==> src/hdl/ptt_pkg.sv <==
// Shared types and constants of the pending request tag table.
// Used by the channel interfaces, the entry memory, the due unit and the top level.
package ptt_pkg;

    localparam int OP_W        = 3;
    localparam int STATUS_W    = 3;
    localparam int TAG_W       = 6;
    localparam int ID_W        = 16;
    localparam int CLI_W       = 16;
    localparam int TIME_W      = 32;
    localparam int RETRY_W     = 4;
    localparam int TIMEOUT_W   = 16;
    localparam int CFG_INDEX_W = 1;
    localparam int CFG_DATA_W  = 16;

    localparam logic [OP_W-1:0] OP_ADD   = 3'd0;
    localparam logic [OP_W-1:0] OP_POP   = 3'd1;
    localparam logic [OP_W-1:0] OP_ERASE = 3'd2;
    localparam logic [OP_W-1:0] OP_TICK  = 3'd3;
    localparam logic [OP_W-1:0] OP_SWEEP = 3'd4;

    localparam logic [STATUS_W-1:0] ST_ADDED   = 3'd0;
    localparam logic [STATUS_W-1:0] ST_FULL    = 3'd1;
    localparam logic [STATUS_W-1:0] ST_POPPED  = 3'd2;
    localparam logic [STATUS_W-1:0] ST_MISSING = 3'd3;
    localparam logic [STATUS_W-1:0] ST_RETRY   = 3'd4;
    localparam logic [STATUS_W-1:0] ST_EXPIRED = 3'd5;
    localparam logic [STATUS_W-1:0] ST_NONE    = 3'd6;

    localparam logic [CFG_INDEX_W-1:0] CFG_TIMEOUT = 1'd0;
    localparam logic [CFG_INDEX_W-1:0] CFG_RETRY   = 1'd1;

    localparam logic [TIMEOUT_W-1:0] TIMEOUT_RESET = 16'd5;
    localparam logic [RETRY_W-1:0]   RETRY_RESET   = 4'd2;

    typedef struct packed {
        logic [ID_W-1:0]    request_id;
        logic [CLI_W-1:0]   client;
        logic [TIME_W-1:0]  stamp;
        logic [RETRY_W-1:0] retries;
    } entry_t;

    typedef struct packed {
        logic [STATUS_W-1:0] status;
        logic [TAG_W-1:0]    tag;
        logic [ID_W-1:0]     request_id;
        logic [CLI_W-1:0]    client;
        logic [RETRY_W-1:0]  retries;
        logic                last;
    } result_t;

    typedef struct packed {
        logic due;
        logic can_retry;
    } due_t;

    typedef enum logic [2:0] {
        S_IDLE,
        S_ADD_SCAN,
        S_POP,
        S_POP_DATA,
        S_EMIT,
        S_SW_CHECK,
        S_SW_EVAL,
        S_SW_DONE
    } state_t;

endpackage

==> src/hdl/ptt_entry_ram.sv <==
// Entry memory of the tag table: one write port, one read port, registered read data.
// Depends on ptt_pkg for the entry type.
module ptt_entry_ram #(
    parameter int DEPTH = 64,
    parameter int AW    = 6
) (
    input  logic            clk,
    input  logic            we,
    input  logic [AW-1:0]   waddr,
    input  ptt_pkg::entry_t wdata,
    input  logic            re,
    input  logic [AW-1:0]   raddr,
    output ptt_pkg::entry_t rdata
);

    ptt_pkg::entry_t mem [DEPTH];
    ptt_pkg::entry_t rdata_reg;

    always_ff @(posedge clk)
    begin
        if (we)
        begin
            mem[waddr] <= wdata;
        end
    end

    always_ff @(posedge clk)
    begin
        if (re)
        begin
            rdata_reg <= mem[raddr];
        end
    end

    assign rdata = rdata_reg;

endmodule

==> config.mk <==
export PLATFORM = sky130hd
export DESIGN_NAME = ptt_entry_ram
export DESIGN_NICKNAME = d
export VERILOG_FILES = /design/src/hdl/ptt_pkg.sv /design/src/hdl/ptt_entry_ram.sv
export SDC_FILE = /design/constraint.sdc
export NUM_CORES = 2
export LEC_CHECK = 0
export BUFFER_PORTS_ARGS = -buffer_cell sky130_fd_sc_hd__buf_2
export CORE_MARGIN = 2
export CORE_UTILIZATION = 40
export DETAILED_ROUTE_END_ITERATION = 8
export PLACE_DENSITY_LB_ADDON = 0.1
export RECOVER_POWER = 50
export SLEW_MARGIN = 20
export SYNTH_ARGS = -nofsm -noshare
export SYNTH_HDL_FRONTEND = slang
export SYNTH_MEMORY_MAX_BITS = 65536
export SYNTH_SLANG_ARGS = --single-unit
==> constraint.sdc <==
create_clock -name clk -period 7.4 [get_ports clk]
set_input_delay 1.48 -clock clk [delete_from_list [all_inputs] [get_ports clk]]
set_output_delay 1.48 -clock clk [all_outputs]
set_load 0.005 [all_outputs]
-- After elaboration in Yosys (flattened, before gate mapping)
Memories as Yosys holds them, arrays and structs flattened. A register that Yosys moved wholly into a read port is not among the register bits.
Index checks and enable logic that the tools add are counted.
- muxes and demuxes: 2
- operator list (operator ; count):
    two-way mux 1 bit ; 2
- register bits: 0
- memory bits (writable): 4352
- input bits: 83
- output and inout bits: 68
- logic and storage cells: 3
- memories: 1
- memories (name ; words ; width ; read ports ; clocked after memory_dff ; wr ports ; line ; source):
    mem ; 64 ; 68 ; 1 ; 1 ; 1 ; ptt_entry_ram.sv:16 ; ptt_pkg::entry_t mem [DEPTH];

-- Longest topological paths before layout
- depth after elaboration: 2
- depth in mapped cells: 10
- depth with buffers taken out: 5

-- Least setup slack after synthesis
Ideal clock, no wire load.
- kind: input -> register
- start point: in waddr[3]
- end point: mem mem[48][0] (netlist bit) (enable)
- library setup time: 0.577 ns
- arrival time: 6.594 ns
- required time: 6.823 ns
- path slack: 0.229 ns
- cell stages on the path: 4
- cells stage by stage: clkbuf_1 -> nor2b_1 -> nand4b_1 -> nor3_1
- RTL lines (item ; line ; source):
    start: declaration ; ptt_entry_ram.sv:9 ; input logic [AW-1:0] waddr,
    end: declaration ; ptt_entry_ram.sv:16 ;
No word-level cell before the write port.

-- Worst setup path after layout
- start point: in we
- end point: mem mem[53][19] (netlist bit) (enable)
- word-level cells in the longest chain between the ends: 2
- RTL lines (item ; line ; source):
    start: declaration ; ptt_entry_ram.sv:8 ; input logic we,
    two-way mux 1 bit ; ptt_entry_ram.sv:21 ; if (we)
    two-way mux 1 bit (not written as such) ; ptt_entry_ram.sv:23 ; mem[waddr] <= wdata;
No other way between the ends.

==> results_dict.tcl <==
set metrics [dict create \
    htreeDepth 5 \
    clockPowerShare_pct 42.4 \
    hold_start "mem[1][27]" \
    cts_tree "done" \
    startpoint "we" \
    ant_nets 0 \
    drive_above_1_share_pct 26.1 \
    coreArea_sq_um 413000 \
    first_pass_iters 6 \
    slew_headroom_pct -204 \
    place_hpwl_microns 283000 \
    grt_max_degree 114 \
    cp_max_fo 38 \
    clock_latency_ns 0.99 \
    design.die.area_sq_um 421000 \
    synth_area_sq_um 166000 \
    crit_arrival_ns 5.75 \
    wl_microns 526000 \
    grt_setup_unrepaired "no" \
    layout_commonest_cell "edfxtp_1" \
    largest_reg_flops 4352 \
    sw_frac_of_total_pct 21.5 \
    synth.yosys.seq_area_share_pct 79.9 \
    syn_nets 7160 \
    max_clock_freq_mhz 190 \
    routed_via_density 6.06 \
    hold_viol_final 0 \
    yosysWarnings 0 \
    seq_power_share_pct 53.1 \
    ir_drop_uv 202 \
    fin_tns_setup_ns 0 \
    r2r_start "mem[45][34]" \
    ios 151 \
    setup_violations 0 \
    status "finished, violations left" \
    cp-end-kind "flop" \
    synth_compound_area_share_pct 2.77 \
    period_minus_slack_ns 5.28 \
    portBuffers 150 \
    grt_pass1_wl_microns 713000 \
    first_global_vias 82230 \
    synth_top_family_by_area "multiplexers" \
    power_leakage_nw 58.0 \
    place.gp.congestion 0.759 \
    worstPathRequired_ns 7.87 \
    wire_per_inst_microns 39.1 \
    p_sw_mw 11.3 \
    cts_setup_buffers 0 \
    grt_overflow 0 \
    worstMarginPinSlew_ns 4.56 \
    clock-sinks 4420 \
    layout.area.seq_sq_um 133000 \
    path_class "input port to flop" \
    grt_util_all_layers_pct 24.9 \
    drt_iter0_markers 10162 \
    nFillCells 34497 \
    placedInstanceArea_sq_um 175000 \
    clk_path_buf_depth 4 \
    drv_cap 72 \
    drv_slew 4444 \
    internal-power_mw 41.3 \
    fin_crit_sh_pct 71.3 \
    antenna_found_initial 61 \
    violations "max-capacitance violations, max-slew violations" \
    start_util_pct 40.2 \
    multi_input_area_sq_um 31800 \
    cp-start-kind "input port" \
    finClkSkew_ns 0.0425 \
    clk_pin_slew_worst_paths_ns 0.06 \
    cts_buffers 467 \
    drc 0 \
    fp-row-count 236 \
    yosys-mux-area-fraction_pct 14.8 \
    synthCells 7077 \
    fp.dieH_microns 649 \
    finalPower_mw 52.7 \
    root_buffer "clkbuf_16" \
    synth_seq_cells 4420 \
    finalNetCount 7643 \
    hp-class "flop to flop" \
    synth_cell_types 34 \
    final_cell_mix "edfxtp_1 (4420), mux4_2 (1031), clkbuf_16 (474), o22ai_1 (370), buf_4 (210)" \
    dieWidth_microns 649 \
    design_area_sq_um 189000 \
    syn_avg_cell_area_sq_um 23.5 \
    yosys.area_share.xor_xnor_pct 0 \
    area_growth_pct 14.0 \
    cts_hold_buf 0 \
    power.density_nw_per_um2 278 \
    cts-resized-gates 0 \
    vias 81552 \
    synth-simple-area-share_pct 1.29 \
    power_frac_comb_pct 4.6 \
    synth_fa_ha_area_share_pct 0 \
]
==> metrics by stage <==
step           std cells  setup slack, ns  hold slack, ns  util (%)
2_1_floorplan       7077            0.229           0.774         -
3_3_place_gp       12553             2.28           0.854      42.3
3_5_place_dp       12563             2.21           0.849      42.4
4_1_cts            13413             3.29           0.873      45.8
5_1_grt            13433             2.06           0.926      45.8
6_report           13451             2.12           0.872      45.8
==> synth_stat cells (all sizes together) <==
| library cell | count | share of area (%) |
|---|---|---|
| o22a | 56 | 0.30 |
| o21ai | 12 | 0.036 |
| o22ai | 370 | 1.4 |
| and2b | 1 | 0.0045 |
| or3 | 1 | 0.0038 |
| nand2 | 29 | 0.065 |
| nor2b | 84 | 0.32 |
| nor4 | 56 | 0.21 |
| nand4 | 2 | 0.0075 |
| mux2i | 130 | 0.78 |
| buf | 228 | 0.91 |
| inv | 1 | 0.0023 |
| nor3 | 103 | 0.31 |
| nand3 | 30 | 0.090 |
| o221ai | 23 | 0.12 |
| or2 | 5 | 0.019 |
| a22oi | 60 | 0.27 |
| a31oi | 12 | 0.045 |
| a211oi | 108 | 0.49 |
| nor2 | 86 | 0.19 |
| edfxtp | 4420 | 80 |
| mux4 | 1031 | 14 |
| clkbuf | 185 | 0.42 |
| nand3b | 2 | 0.0090 |
| or3b | 1 | 0.0053 |
| o211a | 12 | 0.072 |
| nand4b | 1 | 0.0053 |
| nand2b | 9 | 0.034 |
| a21oi | 16 | 0.048 |
| and2 | 3 | 0.011 |
==> power groups by stage <==
stage	Sequential (mW)	Clock, mW	Combinational, mW
final	27.9	22.3	2.40
after global routing	28.0	23.7	2.54
after CTS	27.9	22.7	2.45
after detailed placement	28.4	0	2.44
after global placement	28.4	0	2.41
after floorplan	28.4	0	1.28
==> area by class of cell <==
type / count / area share [%]
Clock inverter: 271 / 1.13
Multi-Input combinational cell: 2243 / 16.8
Tap cell: 5474 / 3.62
Clock buffer: 579 / 6.47
Timing Repair Buffer: 427 / 1.86
Sequential cell: 4420 / 70.1
Antenna cell: 36 / 0.0476
Inverter: 1 / 0.00330
==> worst paths after layout <==
check,endpoint,cells after the start,slack [ns]
max,mem[53][19],5,2.12
min,rdata[27],5,0.87
max reg2reg,rdata[34],5,5.14
min reg2reg,rdata[27],5,0.87
==> critical path: stages <==
cell and delay, ns:
clkbuf_1 0.22, nor2b_1 0.21, nand4_1 0.26, nor2_1 0.39, clkbuf_1 3.03
==> metal layers <==
layer,up-vias,routed length [microns],track usage [%]
met4,20,15300,6.64
met2,3404,258000,41.2
met1,45665,216000,34.6
met5,-,113,0
met3,727,37400,3.73
li1,31736,-,-
==> kinds of logic after synthesis <==
family	count (synthesis)
compound gates	669
buf+inv	414
mux	1161
flops	4420
simple gates	413
Note: power is estimated with default switching activity, not from simulation.
