**config.mk**
```make
export PLATFORM = sky130hd
export DESIGN_NAME = ptt_due_unit
export DESIGN_NICKNAME = d
export VERILOG_FILES = /design/src/hdl/ptt_pkg.sv /design/src/hdl/ptt_due_unit.sv
export SDC_FILE = /design/constraint.sdc
export NUM_CORES = 1
export LEC_CHECK = 0
export BUFFER_PORTS_ARGS = -buffer_cell sky130_fd_sc_hd__buf_2
export CORE_MARGIN = 4
export CORE_UTILIZATION = 53
export DETAILED_ROUTE_END_ITERATION = 10
export PLACE_DENSITY = 0.95
export SETUP_SLACK_MARGIN = 0.15
export SLEW_MARGIN = 20
export SYNTH_ARGS = -nofsm -noshare
export SYNTH_HDL_FRONTEND = slang
export SYNTH_SLANG_ARGS = --single-unit
```
**constraint.sdc**
```tcl
create_clock -name vclk -period 7.2
set_input_delay 1.08 -clock vclk [all_inputs]
set_output_delay 1.08 -clock vclk [all_outputs]
set_load 0.01 [all_outputs]
```
**src/hdl/ptt_pkg.sv**
```systemverilog
// Shared types and constants of the pending request tag table.
// Used by the channel interfaces, the entry memory, the due unit and the top level.
package ptt_pkg;

    localparam int OP_W        = 3;
    localparam int STATUS_W    = 3;
    localparam int TAG_W       = 6;
    localparam int ID_W        = 16;
    localparam int CLI_W       = 16;
    localparam int TIME_W      = 32;
    localparam int RETRY_W     = 4;
    localparam int TIMEOUT_W   = 16;
    localparam int CFG_INDEX_W = 1;
    localparam int CFG_DATA_W  = 16;

    localparam logic [OP_W-1:0] OP_ADD   = 3'd0;
    localparam logic [OP_W-1:0] OP_POP   = 3'd1;
    localparam logic [OP_W-1:0] OP_ERASE = 3'd2;
    localparam logic [OP_W-1:0] OP_TICK  = 3'd3;
    localparam logic [OP_W-1:0] OP_SWEEP = 3'd4;

    localparam logic [STATUS_W-1:0] ST_ADDED   = 3'd0;
    localparam logic [STATUS_W-1:0] ST_FULL    = 3'd1;
    localparam logic [STATUS_W-1:0] ST_POPPED  = 3'd2;
    localparam logic [STATUS_W-1:0] ST_MISSING = 3'd3;
    localparam logic [STATUS_W-1:0] ST_RETRY   = 3'd4;
    localparam logic [STATUS_W-1:0] ST_EXPIRED = 3'd5;
    localparam logic [STATUS_W-1:0] ST_NONE    = 3'd6;

    localparam logic [CFG_INDEX_W-1:0] CFG_TIMEOUT = 1'd0;
    localparam logic [CFG_INDEX_W-1:0] CFG_RETRY   = 1'd1;

    localparam logic [TIMEOUT_W-1:0] TIMEOUT_RESET = 16'd5;
    localparam logic [RETRY_W-1:0]   RETRY_RESET   = 4'd2;

    typedef struct packed {
        logic [ID_W-1:0]    request_id;
        logic [CLI_W-1:0]   client;
        logic [TIME_W-1:0]  stamp;
        logic [RETRY_W-1:0] retries;
    } entry_t;

    typedef struct packed {
        logic [STATUS_W-1:0] status;
        logic [TAG_W-1:0]    tag;
        logic [ID_W-1:0]     request_id;
        logic [CLI_W-1:0]    client;
        logic [RETRY_W-1:0]  retries;
        logic                last;
    } result_t;

    typedef struct packed {
        logic due;
        logic can_retry;
    } due_t;

    typedef enum logic [2:0] {
        S_IDLE,
        S_ADD_SCAN,
        S_POP,
        S_POP_DATA,
        S_EMIT,
        S_SW_CHECK,
        S_SW_EVAL,
        S_SW_DONE
    } state_t;

endpackage

```
**src/hdl/ptt_due_unit.sv**
```systemverilog
// Age and retry check of one entry: wrapping age subtract with timeout compare.
// Depends on ptt_pkg for widths and the due_t result.
module ptt_due_unit (
    input  logic [ptt_pkg::TIME_W-1:0]    cur_time,
    input  ptt_pkg::entry_t               entry,
    input  logic [ptt_pkg::TIMEOUT_W-1:0] timeout,
    input  logic [ptt_pkg::RETRY_W-1:0]   retry_limit,
    output ptt_pkg::due_t                 result
);

    logic [ptt_pkg::TIME_W-1:0] age;

    // The age wraps modulo the time width, as the seconds counter does.
    assign age = cur_time - entry.stamp;
    assign result.due = age >= {{(ptt_pkg::TIME_W - ptt_pkg::TIMEOUT_W){1'b0}}, timeout};
    assign result.can_retry = entry.retries < retry_limit;

endmodule

```
; ---- Word-level counts from Yosys, hierarchy flattened
; Index checks and enable logic that the tools add are counted.
[classes]
addsub = 1
order_cmp = 2
[ops]
columns = op, count
row1 = 32-bit by 16-bit greater-or-equal comparator with 1-bit output, 1
row2 = 32-bit subtractor, 1
row3 = 4-bit less-than comparator, 1
[totals]
regBits = 0
out_inout_bits = 2
wordCells = 3

; ---- Depth between registers and ports, before layout
; Gate-level depths: netlist of run 1.
[depth]
ltp_word = 2
mapped_depth = 19

; ---- Least setup slack after synthesis of run 1
; OpenSTA, ideal clock, no wires.
[synth_path]
path_type = input to output
startpoint = input port cur_time[0] (netlist name)
endpoint = output port result[1] (netlist name)
t_arrival_ps = 4573
required_ps = 6120
path_slack_ps = 1547
path_stages = 19
cell_sequence = inv_1 ha_1 fa_1 nand2b_1 a21oi_1 o21ai_0 nand2_1 nand4_1 o211ai_1 a21oi_1 xnor2_1 ha_1 a21o_1 a211oi_1 o221ai_1 or3_1 or4_1 nor4_1 nand4_1
[synth_lines]
columns = element, line_no
row1 = start: declaration, ptt_due_unit.sv:4  ; input logic [ptt_pkg::TIME_W-1:0] cur_time,
row2 = end: declaration, ptt_due_unit.sv:8  ; output ptt_pkg::due_t result

==> impl_metrics.env, run 1 <==
export IMPL_period_minus_slack_ns=6.31
export IMPL_grt_pass1_wl_mm=10.2
export IMPL_layout_drive_gt1_share_pct=22.4
export IMPL_min_to="result[0]"
export IMPL_cts_resized=0
export IMPL_nClkBuffers=0
export IMPL_crit_fanout=3
export IMPL_syn_inst=363
export IMPL_hp_class="in2out"
export IMPL_startpoint_type="primary input"
export IMPL_start_util_pct=55.1
export IMPL_grt_pass1_vias=2516
export IMPL_dieHeight_um=75.5
export IMPL_grt_ovfl_total=0
export IMPL_ff_latch_area_sq_um=0
export IMPL_dr_first_iter_drc_count=228
export IMPL_comb_power_share_pct=100.0
export IMPL_seq_cells=0
export IMPL_p_clk_share_pct=0
export IMPL_final_antenna_net_count=0
export IMPL_hold_viol_final=0
export IMPL_status="complete, no violations"
export IMPL_crit_type="in2out"
export IMPL_required_ns=6.12
export IMPL_min_from="entry[3]"
export IMPL_setup_violations_final=0
export IMPL_gp_congestion=0.915
export IMPL_seqPwrFrac_pct=0
export IMPL_grt_max_degree=13
export IMPL_grt_setup_unrepaired="false"
export IMPL_syn_cell_area_sq_mm=0.00241
export IMPL_power_switching_share_pct=54.4
export IMPL_maxSlewViolCount=0
export IMPL_ir_drop_v=0.0000387
export IMPL_wl_per_cell_um=12.6
export IMPL_grt_usage_pct=21.4
export IMPL_firstDrtPassIters=7
export IMPL_setup_tns_ns=0
export IMPL_ctsHoldBuffers=0
export IMPL_area_growth_pct=19.2
export IMPL_die_area_sq_mm=0.00570
export IMPL_total_power_uw=246
export IMPL_power_density_mw_per_mm2=85.3
export IMPL_synth_net_count=534
export IMPL_max_slew_worst_pin_slew_ns=0.507
export IMPL_ys_seq_area_share_pct=0
export IMPL_io_buffers=90
export IMPL_multi_input_area_sq_mm=0.00213
export IMPL_drt_wl_total_mm=6.23
export IMPL_dp_hpwl_mm=5.50
export IMPL_cts_setup_buffers=0
export IMPL_avgSynthCellArea_sq_um=6.65
export IMPL_top_level_ports=122
export IMPL_cap_violations=0
export IMPL_n_fill_cell=409
export IMPL_fin_crit_sh_pct=87.6
export IMPL_die_w_um=75.5
export IMPL_fmax_ghz=0.159
export IMPL_placementRows=24
export IMPL_fp_coreArea_sq_mm=0.00438
export IMPL_worstPathArrival_ns=5.23
export IMPL_fin_nets=614
export IMPL_yosysWarnings=0
export IMPL_relSlewSlack_pct=65.4
export IMPL_p_switching_uw=134
export IMPL_synth_distinct_cells=49
export IMPL_drc=0
export IMPL_antenna_cells=0
export IMPL_p_int_uw=112
export IMPL_endpoint_kind="output pin"
export IMPL_via_per_inst=5.77
export IMPL_p_leak_nw=1.60
export IMPL_grt_antenna_before_repair=0
export IMPL_vias=2847
export IMPL_whs_path_depth=4
power by group through the flow:
stage	clock network [mW]	logic (mW)	registers, mW
2_1_floorplan	0	0.179	0
3_3_place_gp	0	0.232	0
3_5_place_dp	0	0.242	0
4_1_cts	0	0.244	0
5_1_grt	0	0.278	0
6_report	0	0.246	0
synth_stat cells, types with 2 or more instances:
library cell  count  area [sq um]
and2_1            5          31.3
o21ai_0          23           115
xor2_1            5          43.8
nor4_1            2          12.5
and3_1            3          18.8
or3_1             2          12.5
nand2_1          30           113
o211ai_1          4          30.0
nor3_1            8          40.0
ha_1             50           626
o2111ai_1         3          26.3
a2111oi_0         2          17.5
a31oi_1           3          18.8
a21oi_1          38           190
o21a_1            5          37.5
buf_2             5          25.0
nand3_1           5          25.0
o21bai_1          3          22.5
nand4_1          14          87.6
a211oi_1          4          30.0
mux2i_1           3          30.0
clkbuf_1          7          26.3
inv_1            61           229
a21o_1           16           120
xnor2_1          18           158
a21boi_0          4          30.0
nor2_1           13          48.8
nand2b_1          6          37.5
per-layer routing:
layer	GRT usage (%)	wire, um
met5	0	0
met4	3.11	76
met3	1.06	467
met2	39.6	3040
met1	27.8	2650
stage by stage:
stage                     util (%)  instances  setup slack (ns)  area, sq um  hold slack [ns]
after floorplan                  -        363              1.55         2410             2.34
after CTS                     65.6        493             0.922         2880             2.56
final                         65.6        493             0.894         2880             2.55
after global routing          65.6        493             0.584         2880             2.59
after global placement        65.6        493             0.998         2880             2.53
after detailed placement      65.6        493             0.952         2880             2.56
kinds of logic after synthesis:
logic type	Yosys count	share of synthesized area, %
AND/OR/NAND/NOR	94	20.3
adder cells (fa/ha/maj)	51	26.7
AO/OA/AOI/OAI	119	31.7
multiplexers	3	1.24
XOR/XNOR	23	8.35
buffers and inverters	73	11.6
final cells by class:
type                       count  area share (%)
inverter                      61            7.96
multi-input combinational    290            74.1
tap                           52            2.26
timing repair buffer          90            15.7
worst max path at each step:
stage	from	endpoint	slack, ns	depth (start not counted)
after detailed placement	cur_time[0]	result[1]	0.95	21
after global placement	cur_time[0]	result[1]	1.0	21
after floorplan	cur_time[0]	result[1]	1.55	19
final	cur_time[0]	result[1]	0.89	21
after CTS	cur_time[0]	result[1]	0.92	21
after global routing	cur_time[0]	result[1]	0.58	21
critical path, cell delays in order:
cell and delay, ns:
buf_2 0.08, inv_1 0.04, ha_1 0.22, fa_1 0.41, nand2b_1 0.19, a21oi_1 0.24
o21ai_0 0.14, nand2_1 0.11, nand4_1 0.10, o211ai_1 0.12, a21oi_1 0.11, xnor2_1 0.17
ha_1 0.27, a21o_1 0.16, a211oi_1 0.23, o221ai_1 0.16, or3_1 0.37, or4_1 0.41
nor4_1 0.31, nand4_1 0.14, buf_2 0.16
layout by cell type (no fill, tap or decap), drive strengths merged, types with 2 or more instances in the layout:
master	instances
nor2	14
nor2b	2
a21oi	39
a211oi	5
a2111oi	2
o21a	5
mux2i	3
nand2	30
o21ai	24
nand4	14
o2111ai	4
o211ai	4
o21bai	3
a31oi	3
and2	5
and3	3
nand2b	6
a21o	16
buf	90
ha	50
nor3	8
or3	2
nor4	3
inv	61
a21boi	4
nand3	5
xor2	5
xnor2	18
(Power assumes the default switching activity.)
==> run 2: changes to the inputs <==
--- a/config.mk
+++ b/config.mk
@@ -6,10 +6,13 @@
 export NUM_CORES = 1
 export LEC_CHECK = 0
 export BUFFER_PORTS_ARGS = -buffer_cell sky130_fd_sc_hd__buf_2
+export CELL_PAD_IN_SITES_DETAIL_PLACEMENT = 1
+export CELL_PAD_IN_SITES_GLOBAL_PLACEMENT = 2
 export CORE_MARGIN = 4
-export CORE_UTILIZATION = 53
+export CORE_UTILIZATION = 26
 export DETAILED_ROUTE_END_ITERATION = 10
 export PLACE_DENSITY = 0.95
+export RECOVER_POWER = 25
 export SETUP_SLACK_MARGIN = 0.15
 export SLEW_MARGIN = 20
 export SYNTH_ARGS = -nofsm -noshare
==> run 2 against run 1 <==
Non-clock buffer count unchanged. First-iteration DRC count down 70%. Hold slack got worse by 0.026 ns. Highest routed layer unchanged.
==> impl_metrics.env, run 2 (synthesized netlist as in run 1, its figures left out) <==
export IMPL_timing_hold_ws_ns=2.53
export IMPL_required_ns=6.12
export IMPL_max_slew_worst_pin_slew_ns=0.524
export IMPL_status="complete, no violations"
export IMPL_ctsHoldBuffers=0
export IMPL_start_util_pct=27.1
export IMPL_ir_drop_v=0.0000175
export IMPL_top_level_ports=122
export IMPL_placementRows=34
export IMPL_cts_setup_buffers=0
export IMPL_fin_crit_sh_pct=90.3
export IMPL_ff_latch_area_sq_um=0
export IMPL_final_common_cell="buf_2"
export IMPL_firstDrtPassIters=4
export IMPL_antenna_cells=0
export IMPL_drt_wl_total_mm=7.72
export IMPL_grt_antenna_before_repair=0
export IMPL_grt_setup_unrepaired="false"
export IMPL_dp_hpwl_mm=6.95
export IMPL_wl_per_cell_um=14.1
export IMPL_worstPathArrival_ns=5.42
export IMPL_grt_pass1_vias=2861
export IMPL_maxSlewViolCount=0
export IMPL_gp_congestion=0.855
export IMPL_crit_type="in2out"
export IMPL_whs_path_depth=4
export IMPL_period_minus_slack_ns=6.50
export IMPL_endpoint_kind="output pin"
export IMPL_p_leak_nw=1.60
export IMPL_grt_ovfl_total=0
export IMPL_crit_fanout=5
export IMPL_cap_violations=0
export IMPL_grt_pass1_wl_mm=13.0
export IMPL_grt_max_degree=13
export IMPL_nClkBuffers=0
export IMPL_area_growth_pct=22.1
export IMPL_dr_first_iter_drc_count=68
export IMPL_io_buffers=90
export IMPL_relSlewSlack_pct=64.2
export IMPL_fp_coreArea_sq_mm=0.00889
export IMPL_power_density_mw_per_mm2=85.5
export IMPL_final_antenna_net_count=0
export IMPL_setup_slack_ns=0.696
export IMPL_place_ws_ns=0.768
export IMPL_startpoint_type="primary input"
export IMPL_vias=2806
export IMPL_fin_nets=614
export IMPL_hp_class="in2out"
export IMPL_via_per_inst=5.11
export IMPL_drc=0
export IMPL_die_area_sq_mm=0.0109
export IMPL_die_w_um=104
export IMPL_grt_usage_pct=13.5
export IMPL_hold_viol_final=0
export IMPL_cts_resized=0
export IMPL_setup_tns_ns=0
export IMPL_dieHeight_um=104
export IMPL_seq_cells=0
export IMPL_final_cell_mix="89 x buf_2, 61 x inv_1, 50 x ha_1"
export IMPL_setup_violations_final=0
export IMPL_fmax_ghz=0.154
export IMPL_layout_drive_gt1_share_pct=22.2
run 2: cell types whose count changed in the layout (fill, tap and decap cells not counted), sizes merged:
cell / delta
buf: -1
clkbuf: +1
run 2: final cells by class:
cell class	count	area, sq um
fill	1162	5940
multi-input combinational	290	2130
timing repair buffer	90	449
inverter	61	229
tap	108	135
run 2: power breakdown:
part / switching, mW / internal, mW
clock network: 0 / 0
logic: 0.140 / 0.112
registers: 0 / 0
run 2: layer usage:
metal,part of all wire (%),track usage (%),vias to the layer above
li1,-,-,1451
met1,47,18.3,1284
met3,4.6,1.12,4
met5,0,0,-
met2,48,24.2,67
met4,0.89,1.14,0
run 2: critical path: stages:
cell       delay (ns)
buf_2            0.10
inv_1            0.04
ha_1             0.26
nor2b_2          0.16
o2111ai_2        0.16
a211oi_2         0.40
nor2_4           0.11
o21ai_1          0.35
xor2_1           0.20
ha_1             0.27
a21o_1           0.18
a21o_1           0.17
a211oi_1         0.28
o221ai_1         0.22
or3_1            0.41
or4_1            0.41
nor4_1           0.31
nand4_1          0.15
buf_2            0.17
run 2: stage by stage:
stage / power, mW / cell area [sq um] / utilization, % / std cells
6_report: 0.252 / 2950 / 33.1 / 549
5_1_grt: 0.286 / 2950 / 33.1 / 549
4_1_cts: 0.253 / 2950 / 33.2 / 549
3_5_place_dp: 0.252 / 2950 / 33.2 / 549
3_3_place_gp: 0.241 / 2950 / 33.2 / 549
2_1_floorplan: 0.179 / 2410 / - / 363
run 2: worst paths after layout:
kind	startpoint	slack [ns]	to
min	entry[3]	2.53	result[0]
max	entry[5]	0.70	result[1]
